--- src/design/sha_pkg.sv ---
// ----------------------------------------------------------------------------
// SHA-256 stream digest package
// Shared constants, round table and helper functions.
// ----------------------------------------------------------------------------
package sha_pkg;

  localparam int WordWidth  = 32;
  localparam int CountWidth = 3;
  localparam int FifoDepth  = 4;

  localparam logic [31:0] PadWord = 32'h8000_0000;

  typedef logic [31:0] word_t;

  typedef struct packed {
    logic [31:0] data;
    logic [2:0]  count;
    logic        last;
  } item_t;

  function automatic word_t init_hash(input logic [2:0] idx);
    word_t r;
    case (idx)
      3'd0: r = 32'h6a09e667;
      3'd1: r = 32'hbb67ae85;
      3'd2: r = 32'h3c6ef372;
      3'd3: r = 32'ha54ff53a;
      3'd4: r = 32'h510e527f;
      3'd5: r = 32'h9b05688c;
      3'd6: r = 32'h1f83d9ab;
      default: r = 32'h5be0cd19;
    endcase
    return r;
  endfunction

  function automatic word_t round_k(input logic [5:0] idx);
    word_t r;
    case (idx)
      6'd0: r = 32'h428a2f98; 6'd1: r = 32'h71374491; 6'd2: r = 32'hb5c0fbcf;
      6'd3: r = 32'he9b5dba5; 6'd4: r = 32'h3956c25b; 6'd5: r = 32'h59f111f1;
      6'd6: r = 32'h923f82a4; 6'd7: r = 32'hab1c5ed5; 6'd8: r = 32'hd807aa98;
      6'd9: r = 32'h12835b01; 6'd10: r = 32'h243185be; 6'd11: r = 32'h550c7dc3;
      6'd12: r = 32'h72be5d74; 6'd13: r = 32'h80deb1fe; 6'd14: r = 32'h9bdc06a7;
      6'd15: r = 32'hc19bf174; 6'd16: r = 32'he49b69c1; 6'd17: r = 32'hefbe4786;
      6'd18: r = 32'h0fc19dc6; 6'd19: r = 32'h240ca1cc; 6'd20: r = 32'h2de92c6f;
      6'd21: r = 32'h4a7484aa; 6'd22: r = 32'h5cb0a9dc; 6'd23: r = 32'h76f988da;
      6'd24: r = 32'h983e5152; 6'd25: r = 32'ha831c66d; 6'd26: r = 32'hb00327c8;
      6'd27: r = 32'hbf597fc7; 6'd28: r = 32'hc6e00bf3; 6'd29: r = 32'hd5a79147;
      6'd30: r = 32'h06ca6351; 6'd31: r = 32'h14292967; 6'd32: r = 32'h27b70a85;
      6'd33: r = 32'h2e1b2138; 6'd34: r = 32'h4d2c6dfc; 6'd35: r = 32'h53380d13;
      6'd36: r = 32'h650a7354; 6'd37: r = 32'h766a0abb; 6'd38: r = 32'h81c2c92e;
      6'd39: r = 32'h92722c85; 6'd40: r = 32'ha2bfe8a1; 6'd41: r = 32'ha81a664b;
      6'd42: r = 32'hc24b8b70; 6'd43: r = 32'hc76c51a3; 6'd44: r = 32'hd192e819;
      6'd45: r = 32'hd6990624; 6'd46: r = 32'hf40e3585; 6'd47: r = 32'h106aa070;
      6'd48: r = 32'h19a4c116; 6'd49: r = 32'h1e376c08; 6'd50: r = 32'h2748774c;
      6'd51: r = 32'h34b0bcb5; 6'd52: r = 32'h391c0cb3; 6'd53: r = 32'h4ed8aa4a;
      6'd54: r = 32'h5b9cca4f; 6'd55: r = 32'h682e6ff3; 6'd56: r = 32'h748f82ee;
      6'd57: r = 32'h78a5636f; 6'd58: r = 32'h84c87814; 6'd59: r = 32'h8cc70208;
      6'd60: r = 32'h90befffa; 6'd61: r = 32'ha4506ceb; 6'd62: r = 32'hbef9a3f7;
      default: r = 32'hc67178f2;
    endcase
    return r;
  endfunction

  function automatic word_t ror(input word_t x, input int n);
    return (x >> n) | (x << (32 - n));
  endfunction

endpackage

--- src/design/sha_fifo.sv ---
// ----------------------------------------------------------------------------
// SHA-256 item queue
// Short queue between the input side and the block engine.
// ----------------------------------------------------------------------------
module sha_fifo
  import sha_pkg::*;
#(
  parameter int Depth = FifoDepth
) (
  input  logic  clk,
  input  logic  rst,
  input  logic  wr_en,
  input  item_t wr_item,
  output logic  full,
  input  logic  rd_en,
  output item_t rd_item,
  output logic  empty
);

  localparam int AddrWidth = (Depth > 1) ? $clog2(Depth) : 1;

  item_t                mem [Depth];
  logic [AddrWidth-1:0] wr_ptr;
  logic [AddrWidth-1:0] rd_ptr;
  logic [AddrWidth:0]   fill;

  assign full    = (fill == (AddrWidth+1)'(Depth));
  assign empty   = (fill == '0);
  assign rd_item = mem[rd_ptr];

  always_ff @(posedge clk) begin
    if (wr_en && !full) begin
      mem[wr_ptr] <= wr_item;
    end
  end

  always_ff @(posedge clk) begin
    if (rst) begin
      wr_ptr <= '0;
      rd_ptr <= '0;
      fill   <= '0;
    end else begin
      if (wr_en && !full) begin
        wr_ptr <= (wr_ptr == AddrWidth'(Depth - 1)) ? '0 : wr_ptr + 1'b1;
      end
      if (rd_en && !empty) begin
        rd_ptr <= (rd_ptr == AddrWidth'(Depth - 1)) ? '0 : rd_ptr + 1'b1;
      end
      fill <= fill + (AddrWidth+1)'(wr_en && !full) - (AddrWidth+1)'(rd_en && !empty);
    end
  end

`ifndef SYNTHESIS
  a_fill_range: assert property (@(posedge clk) disable iff (rst)
    fill <= (AddrWidth+1)'(Depth))
    else $error("fifo fill out of range");
  a_fill_track: assert property (@(posedge clk) disable iff (rst)
    (wr_en && !full && !(rd_en && !empty)) |=> fill == $past(fill) + 1'b1)
    else $error("fifo fill not tracking writes");
  a_no_pop_empty: assert property (@(posedge clk) disable iff (rst)
    empty |=> fill <= 1)
    else $error("fifo underflow");
`endif

endmodule

--- src/design/sha_engine.sv ---
// ----------------------------------------------------------------------------
// SHA-256 block engine
// Packs words with padding and length, runs the 64 rounds, emits the digest.
// ----------------------------------------------------------------------------
module sha_engine
  import sha_pkg::*;
(
  input  logic        clk,
  input  logic        rst,
  input  logic        item_valid,
  input  item_t       item,
  output logic        item_take,
  output logic        res_valid,
  input  logic        res_take,
  output logic [63:0] res_d0,
  output logic [63:0] res_d1,
  output logic [63:0] res_d2,
  output logic [63:0] res_d3
);

  localparam logic [2:0] S_IDLE  = 3'd0;
  localparam logic [2:0] S_PAD   = 3'd1;
  localparam logic [2:0] S_ROUND = 3'd2;
  localparam logic [2:0] S_FOLD  = 3'd3;
  localparam logic [2:0] S_EMIT  = 3'd4;

  logic [2:0]  state;
  word_t       chain [8];
  word_t       v [8];
  word_t       w [16];
  logic [3:0]  word_position;
  logic [63:0] len_bits;
  logic [5:0]  round;
  logic        finishing;
  logic        pad_sent;
  logic        len_hi_sent;
  logic        emit_after;

  // pad sequencer
  logic [2:0]  eff_count;
  word_t       mask;
  word_t       push_w;
  logic        push_en;
  logic        pad_done;
  logic        pad_sent_next;
  logic        len_hi_sent_next;

  always_comb begin
    eff_count = (item.count > 3'd4) ? 3'd4 : item.count;
    mask = (eff_count == 3'd0) ? '0 : (32'hffff_ffff << (6'd32 - {eff_count, 3'b000}));
    push_w    = '0;
    push_en   = 1'b0;
    item_take = 1'b0;
    pad_done  = 1'b0;
    pad_sent_next    = pad_sent;
    len_hi_sent_next = len_hi_sent;
    if (state == S_IDLE && item_valid) begin
      item_take = 1'b1;
      push_en   = 1'b1;
      if (!item.last || eff_count == 3'd4) begin
        push_w = item.data;
      end else begin
        push_w = (item.data & mask) | (PadWord >> {eff_count, 3'b000});
        pad_sent_next = 1'b1;
      end
    end else if (state == S_PAD) begin
      push_en = 1'b1;
      if (!pad_sent) begin
        push_w = PadWord;
        pad_sent_next = 1'b1;
      end else if (word_position == 4'd14) begin
        push_w = len_bits[63:32];
        len_hi_sent_next = 1'b1;
      end else if (word_position == 4'd15 && len_hi_sent) begin
        push_w   = len_bits[31:0];
        pad_done = 1'b1;
        len_hi_sent_next = 1'b0;
      end
    end else if (state == S_EMIT && res_take) begin
      pad_sent_next = 1'b0;
    end
  end

  logic [63:0] add_bits;
  assign add_bits = item.last ? 64'({eff_count, 3'b000}) : 64'd32;

  // round datapath
  word_t t1, t2, s0, s1, wn;
  always_comb begin
    t1 = v[7] + (ror(v[4], 6) ^ ror(v[4], 11) ^ ror(v[4], 25))
       + ((v[4] & v[5]) ^ (~v[4] & v[6])) + round_k(round) + w[0];
    t2 = (ror(v[0], 2) ^ ror(v[0], 13) ^ ror(v[0], 22))
       + ((v[0] & v[1]) ^ (v[0] & v[2]) ^ (v[1] & v[2]));
    s0 = ror(w[1], 7) ^ ror(w[1], 18) ^ (w[1] >> 3);
    s1 = ror(w[14], 17) ^ ror(w[14], 19) ^ (w[14] >> 10);
    wn = w[0] + s0 + w[9] + s1;
  end

  always_ff @(posedge clk) begin
    if (rst) begin
      state         <= S_IDLE;
      word_position <= '0;
      len_bits      <= '0;
      round         <= '0;
      finishing     <= 1'b0;
      pad_sent      <= 1'b0;
      len_hi_sent   <= 1'b0;
      emit_after    <= 1'b0;
      for (int i = 0; i < 8; i++) chain[i] <= init_hash(3'(i));
    end else begin
      pad_sent    <= pad_sent_next;
      len_hi_sent <= len_hi_sent_next;
      if (push_en) begin
        w[word_position] <= push_w;
        word_position    <= word_position + 1'b1;
      end
      if (item_take) begin
        len_bits <= len_bits + add_bits;
        if (item.last) finishing <= 1'b1;
      end
      unique case (state)
        S_IDLE: begin
          if (item_take) begin
            if (word_position == 4'd15) begin
              state      <= S_ROUND;
              round      <= '0;
              emit_after <= 1'b0;
              for (int i = 0; i < 8; i++) v[i] <= chain[i];
            end else if (item.last) begin
              state <= S_PAD;
            end
          end
        end
        S_PAD: begin
          if (word_position == 4'd15) begin
            state      <= S_ROUND;
            round      <= '0;
            emit_after <= pad_done;
            for (int i = 0; i < 8; i++) v[i] <= chain[i];
          end
        end
        S_ROUND: begin
          for (int i = 0; i < 15; i++) w[i] <= w[i+1];
          w[15] <= wn;
          v[7] <= v[6]; v[6] <= v[5]; v[5] <= v[4];
          v[4] <= v[3] + t1;
          v[3] <= v[2]; v[2] <= v[1]; v[1] <= v[0];
          v[0] <= t1 + t2;
          round <= round + 1'b1;
          if (round == 6'd63) state <= S_FOLD;
        end
        S_FOLD: begin
          for (int i = 0; i < 8; i++) chain[i] <= chain[i] + v[i];
          if (emit_after) state <= S_EMIT;
          else if (finishing) state <= S_PAD;
          else state <= S_IDLE;
        end
        S_EMIT: begin
          if (res_take) begin
            state     <= S_IDLE;
            finishing <= 1'b0;
            len_bits  <= '0;
            for (int i = 0; i < 8; i++) chain[i] <= init_hash(3'(i));
          end
        end
        default: state <= S_IDLE;
      endcase
    end
  end

  assign res_valid = (state == S_EMIT);
  assign res_d0 = {chain[0], chain[1]};
  assign res_d1 = {chain[2], chain[3]};
  assign res_d2 = {chain[4], chain[5]};
  assign res_d3 = {chain[6], chain[7]};

`ifndef SYNTHESIS
  a_take_idle: assert property (@(posedge clk) disable iff (rst)
    item_take |-> state == S_IDLE)
    else $error("item taken outside idle");
  a_round_pos: assert property (@(posedge clk) disable iff (rst)
    state == S_ROUND |-> word_position == 4'd0)
    else $error("rounds with partial block");
  a_emit_pos: assert property (@(posedge clk) disable iff (rst)
    state == S_EMIT |-> word_position == 4'd0 && pad_sent)
    else $error("digest before padding finished");
`endif

endmodule

--- src/design/sha256_stream_digest_core.sv ---
// ----------------------------------------------------------------------------
// SHA-256 stream digest core
// Channel | dir | transfer when     | payload
// input   | in  | push && !full     | word_data, byte_count, last
// result  | out | pop && !empty     | digest_0..digest_3
// A 4-entry queue takes words while the engine works.
// Each 16th word starts the 64 rounds of one block and then its fold.
// A last item adds filler words in the pad state and up to two compressions.
// Reset is synchronous; the digest holds until popped, stalling the engine.
// ----------------------------------------------------------------------------
module sha256_stream_digest_core
  import sha_pkg::*;
#(
  parameter int QueueDepth = FifoDepth
) (
  input  logic        clk,
  input  logic        rst,
  input  logic        push,
  output logic        full,
  input  logic [31:0] word_data,
  input  logic [2:0]  byte_count,
  input  logic        last,
  output logic        empty,
  input  logic        pop,
  output logic [63:0] digest_0,
  output logic [63:0] digest_1,
  output logic [63:0] digest_2,
  output logic [63:0] digest_3
);

  item_t in_item, q_item;
  logic  q_empty, q_take, res_valid;

  assign in_item = '{data: word_data, count: byte_count, last: last};

  sha_fifo #(.Depth(QueueDepth)) u_fifo (
    .clk, .rst,
    .wr_en(push), .wr_item(in_item), .full,
    .rd_en(q_take), .rd_item(q_item), .empty(q_empty)
  );

  sha_engine u_engine (
    .clk, .rst,
    .item_valid(!q_empty), .item(q_item), .item_take(q_take),
    .res_valid, .res_take(pop),
    .res_d0(digest_0), .res_d1(digest_1), .res_d2(digest_2), .res_d3(digest_3)
  );

  assign empty = !res_valid;

endmodule

--- config.mk ---
export PLATFORM = sky130hd
export DESIGN_NAME = sha256_stream_digest_core
export DESIGN_NICKNAME = d
export VERILOG_FILES = /design/src/design/sha_pkg.sv /design/src/design/sha_fifo.sv /design/src/design/sha_engine.sv /design/src/design/sha256_stream_digest_core.sv
export SDC_FILE = /design/constraint.sdc
export NUM_CORES = 2
export LEC_CHECK = 0
export BUFFER_PORTS_ARGS = -buffer_cell sky130_fd_sc_hd__buf_4
export CORE_MARGIN = 8
export CORE_UTILIZATION = 50
export CTS_CLUSTER_DIAMETER = 120
export DETAILED_ROUTE_END_ITERATION = 12
export HOLD_SLACK_MARGIN = 0.05
export PLACE_DENSITY = 0.67
export REMOVE_ABC_BUFFERS = 1
export SYNTH_ARGS = -nofsm -noshare
export SYNTH_HDL_FRONTEND = slang
export SYNTH_SLANG_ARGS = --single-unit
--- constraint.sdc ---
create_clock -name clk -period 13.6 [get_ports clk]
set_input_delay 2.72 -clock clk [delete_from_list [all_inputs] [get_ports clk]]
set_output_delay 2.72 -clock clk [all_outputs]
set_load 0.005 [all_outputs]
### Word level (Yosys, flattened, before mapping)

Memory sizes are Yosys's and may differ from the RTL's. A register that Yosys moved wholly into a read port is not among the register bits.
Index checks and enable logic that the tools add are counted.

| storage, ports and cells | value |
|---|---|
| register bits after elaboration | 88 |
| RAM bits | 1168 |
| bits in read-only memories | 2048 |
| input port bits | 40 |
| output and inout bits | 258 |
| word-level logic and storage cells | 291 |
| memories kept | 5 |

Memories:

| name | depth | width | read ports | clocked after memory_dff | write ports | RTL line | text |
|---|---|---|---|---|---|---|---|
| (name not given) | 64 | 32 | 1 | 1 | 0 | sha_pkg.sv:38 | `case (idx)` |
| u_engine.w | 16 | 32 | 16 | 0 | 16 | sha_engine.sv:30 | `word_t w [16];` |
| u_engine.chain | 8 | 32 | 8 | 0 | 8 | sha_engine.sv:28 | `word_t chain [8];` |
| u_engine.v | 8 | 32 | 8 | 0 | 8 | sha_engine.sv:29 | `word_t v [8];` |
| u_fifo.mem | 4 | 36 | 1 | 1 | 1 | sha_fifo.sv:22 | `item_t mem [Depth];` |

| cells by class | value |
|---|---|
| add/subtract/negate cells | 26 |
| $lt $le $gt $ge | 1 |
| equality and inequality tests | 18 |
| shifts and indexed selects | 2 |
| muxes and demuxes | 143 |
| bitwise operators | 62 |
| reductions and logical operators | 23 |

Operators with widths:

| kind | number |
|---|---|
| $mux 32 | 72 |
| $add 32x32->32 | 18 |
| $xor 32x32->32 | 9 |
| $and 32x32->32 | 6 |
| $mux 64 | 3 |
| $add 64x64->64 | 1 |
| $mux 1 | 47 |
| $not 32->32 | 1 |
| $or 1x1->1 | 32 |
| $or 10x32->32 | 1 |
| $or 13x32->32 | 1 |
| $or 14x32->32 | 1 |
| $or 15x32->32 | 1 |
| $or 19x32->32 | 1 |
| $or 21x32->32 | 1 |
| $or 25x32->32 | 1 |
| $or 26x32->32 | 1 |
| $or 30x32->32 | 1 |
| $or 32x32->32 | 1 |
| $or 7x32->32 | 1 |
| $reduce_or 32->1 | 1 |
| $shl 32x6->32 const A | 1 |
| $shr 32x6->32 const A | 1 |
| $xor 32x22->32 | 1 |
| other kinds (34) | 71 |

### Depth between registers and ports, before layout

| logic depth | value |
|---|---|
| word-level depth | 10 |
| mapped depth | 32 |
| gate-level depth less buffers | 30 |

### Hierarchy

Synthesis repeated with hierarchy kept, for this count alone.

| second synthesis, totals | value |
|---|---|
| cells, all modules | 7495 |
| area, all modules | 77265.4 um2 |

Modules (own cells, without submodules):

| module | times used | cells an instance | area an instance (um2) | seq. area each (um2) |
|---|---|---|---|---|
| sha_engine | 1 | 7255 | 71577.4 | 31670.4 |
| sha_fifo | 1 | 238 | 5680.4 | 4504.3 |
| sha256_stream_digest_core | 1 | 2 | 7.5 | 0.0 |

### Worst setup path before layout

No wires, ideal clock.

| timing path | value |
|---|---|
| kind | input -> register |
| from | input port rst |
| to | memory u_engine.v[0][0] (netlist name) (enable) |
| data arrival time | 7.529 ns |
| data required time | 11.841 ns |
| path slack | 4.312 ns |
| stages | 6 |
| path buffers | 4 |
| cell sequence | clkbuf_1 > nand2b_1 > clkbuf_1 > clkbuf_1 > clkbuf_1 > nand2_1 |

RTL lines:

| element | RTL line | text |
|---|---|---|
| start: declaration | sha256_stream_digest_core.sv:17 | `input logic rst,` |
| end: declaration | sha_engine.sv:29 |  |

==> results.toml <==
[status]
status = "finished, final reports clean"

[global_routing]
grt_pass1_vias = 57053
gr-usage-all-layers_pct = 29.0
antenna_found_initial = 12
grt_pass1_wl_mm = 372
overflow = 0
grt_max_degree = 257

[clock_network]
ctsResizeCount = 0
cts_tree = "built"
clkSlewWorstSetupHoldPaths_ps = 60
numCtsBuffers = 147
hold_buffers = 0
clock_latency_ps = 790
clock_path_buffers = 3
cts_htree_levels = 4
cts.sinks = 1287
cts_setup_buffers = 0
cts_root_buf = "clkbuf_16"

[detailed_routing]
wl_mm = 251
drtAntennaViolNets = 0
num_vias = 59165
routed_via_density = 5.94
routedWlPerCell_um = 25.2
drc = 0
drt-initial-drc-count = 6033
dr.pass1.iters = 6

[final_layout]
area_growth_pct = 11.9
drive_above_1_share_pct = 9.29
nNetsFinal = 8437
layout_common_cells = "nand2_1, edfxtp_1, a21oi_1"
finalNonFillerCells = 9959
fin_area_um2 = 86000
fin_util_pct = 56.1
fill_cells = 13352
final_common_cell = "nand2_1"

[sta]
fin_crit_sh_pct = 60.7
skew_ps = 58.4
slew-limit-headroom_pct = 9.26
finalHoldViolCount = 0
fin_crit_ps = 8260
setup_viol = 0
rsz0062_at_grt = "false"
hold_ws_ps = 473
fmax_mhz = 121
slew_violations = 0
tightest_slew_ps = 1360

[power]
cellPowerDensity_nw_per_um2 = 177
ir_drop_mv = 0.140
p_leak_nw = 35.9

[synthesis]
ys.flop_type = "edfxtp_1"
ys_ff_latch = 1287
syn_avg_cell_area_um2 = 10.1
synthDistinctLibCells = 88
synth.area.top_cells = "edfxtp_1, nand2_1, ha_1, dfxtp_1, fa_1"
yosysWarningCount = 0
synth_edf_count = 1040
synth.yosys.seq_area_share_pct = 47.1
async_reset_ff_share_pct = 0
yosysTopAreaCellShare_pct = 40.6
syn_area_um2 = 76800
synth_cells = 7633
yosysTopAreaCell = "edfxtp_1"

[setup_path]
cp.required_ps = 14100
crit_path_max_incr_delay_ps = 590
cp.arrival_ps = 8760
crit_path_max_fanout = 6
path_class = "reg2reg"
cpMostUsedCell = "fa_1"
start_kind = "register"
worst_path_max_delay_cell = "edfxtp_1"
critPathCaptureType = "register"

[placed_design]
place_hpwl_mm = 184
placed_area_um2 = 81000
gp_congestion = 0.965
dp.cells = 9685
numPortBuffers = 297

[floorplanning]
fp.dieW_um = 408
core_um2 = 153000
die_area_um2 = 167000
die_h_um = 408
pin_count = 298
initial_core_util_pct = 50.1
rows = 144

[min_path]
hp-class = "reg2reg"

[flow_run]
maxCapViolCount = 0
-- critical path: cells and delay by family (launching register included) --
family / cells / cell delay, ps
AO/OA/AOI/OAI: 12 / 3100
adder cells (fa/ha/maj): 6 / 2550
AND/OR/NAND/NOR: 6 / 840
flip-flops: 1 / 590
XOR/XNOR: 2 / 500
multiplexers: 1 / 210
buffers and inverters: 3 / 170
-- registers in the layout (all words and copies together), names as in the netlist, named ones only --
register and flops:
u_engine.v 256, u_engine.pad_sent 1, u_engine.chain 256, u_engine.w 512, u_fifo.mem 144, u_engine.len_bits 61, u_engine.state 3, u_fifo.fill 3
u_engine.len_hi_sent 1, u_fifo.rd_ptr 2, u_fifo.wr_ptr 2, u_engine.word_position 4, u_engine.finishing 1, u_engine.emit_after 1, u_engine.round 6
-- cell usage after synthesis, types with 40 or more instances --
cell type,count
xor2_1,212
xnor2_1,402
a21oi_1,436
nand2_1,1683
and3_1,62
nand3_1,109
nor3_1,97
a21o_1,376
fa_1,197
o21a_1,54
edfxtp_1,1040
inv_1,364
clkbuf_1,327
nor2b_1,47
nor2_1,355
o211ai_1,52
nand2b_1,58
o21ai_0,355
dfxtp_1,247
ha_1,410
a31oi_1,42
o21bai_1,49
a211oi_1,40
-- final cells by class --
class / instances / area [µm²] / area share (%)
multi-input cells: 5602 / 38000 / 44.2
flip-flops and latches: 1287 / 36200 / 42.1
clock buffers: 191 / 4050 / 4.71
repair buffers: 383 / 2900 / 3.37
well taps: 2044 / 2560 / 2.97
inverters: 369 / 1390 / 1.61
clock inverters: 82 / 915 / 1.06
diodes: 1 / 2.50 / 0.00291
-- logic make-up (layout without fill, tap and decap cells) --
group                    Yosys count  after routing  synth area share (%)
AO/OA/AOI/OAI                   1691           1691                  14.3
buffers and inverters            744           1025                  3.68
multiplexers                      80             80                  1.64
AND/OR/NAND/NOR                 2588           2588                  14.2
flip-flops                      1287           1287                  47.1
XOR/XNOR                         614            614                  7.00
other                              0              1                     0
adder cells (fa/ha/maj)          629            629                  12.1
-- where the power goes --
group | switching, W | total (W) | internal, W
Sequential | 0.000179 | 0.00490 | 0.00472
Combinational | 0.00382 | 0.00630 | 0.00247
Clock | 0.00175 | 0.00403 | 0.00228
-- stage by stage --
stage               setup WS [ps]  power (W)  TNS [ps]
floorplan                  -13170    0.00935  -8675370
global placement             5490     0.0111         0
detailed placement           5380     0.0112         0
CTS                          5360     0.0152         0
global route                 4940     0.0161         0
finish                       5340     0.0152         0
-- path summary, 6_finish.rpt --
| kind | start | endpoint | slack (ps) | cells past startpoint |
|---|---|---|---|---|
| worst max register to register | u_engine.v[0][137]$_DFFE_PP_ | u_engine.v[0][30]$_DFFE_PP_ | 5340 | 30 |
| worst min register to register | u_engine.finishing$_SDFF_PP0_ | u_engine.finishing$_SDFF_PP0_ | 470 | 2 |
| worst min-delay path | u_engine.finishing$_SDFF_PP0_ | u_engine.finishing$_SDFF_PP0_ | 470 | 2 |
| worst max-delay path | u_engine.v[0][137]$_DFFE_PP_ | u_engine.v[0][30]$_DFFE_PP_ | 5340 | 30 |
-- layer usage --
| metal | global-route usage, % | vias up | routed length, µm |
|---|---|---|---|
| li1 | - | 27131 | - |
| met1 | 39.0 | 29200 | 104000 |
| met2 | 47.7 | 2415 | 118000 |
| met5 | 0 | - | 13 |
| met4 | 9.36 | 2 | 8790 |
| met3 | 5.34 | 417 | 19600 |
No activity file was read; power rests on OpenSTA's default activity.
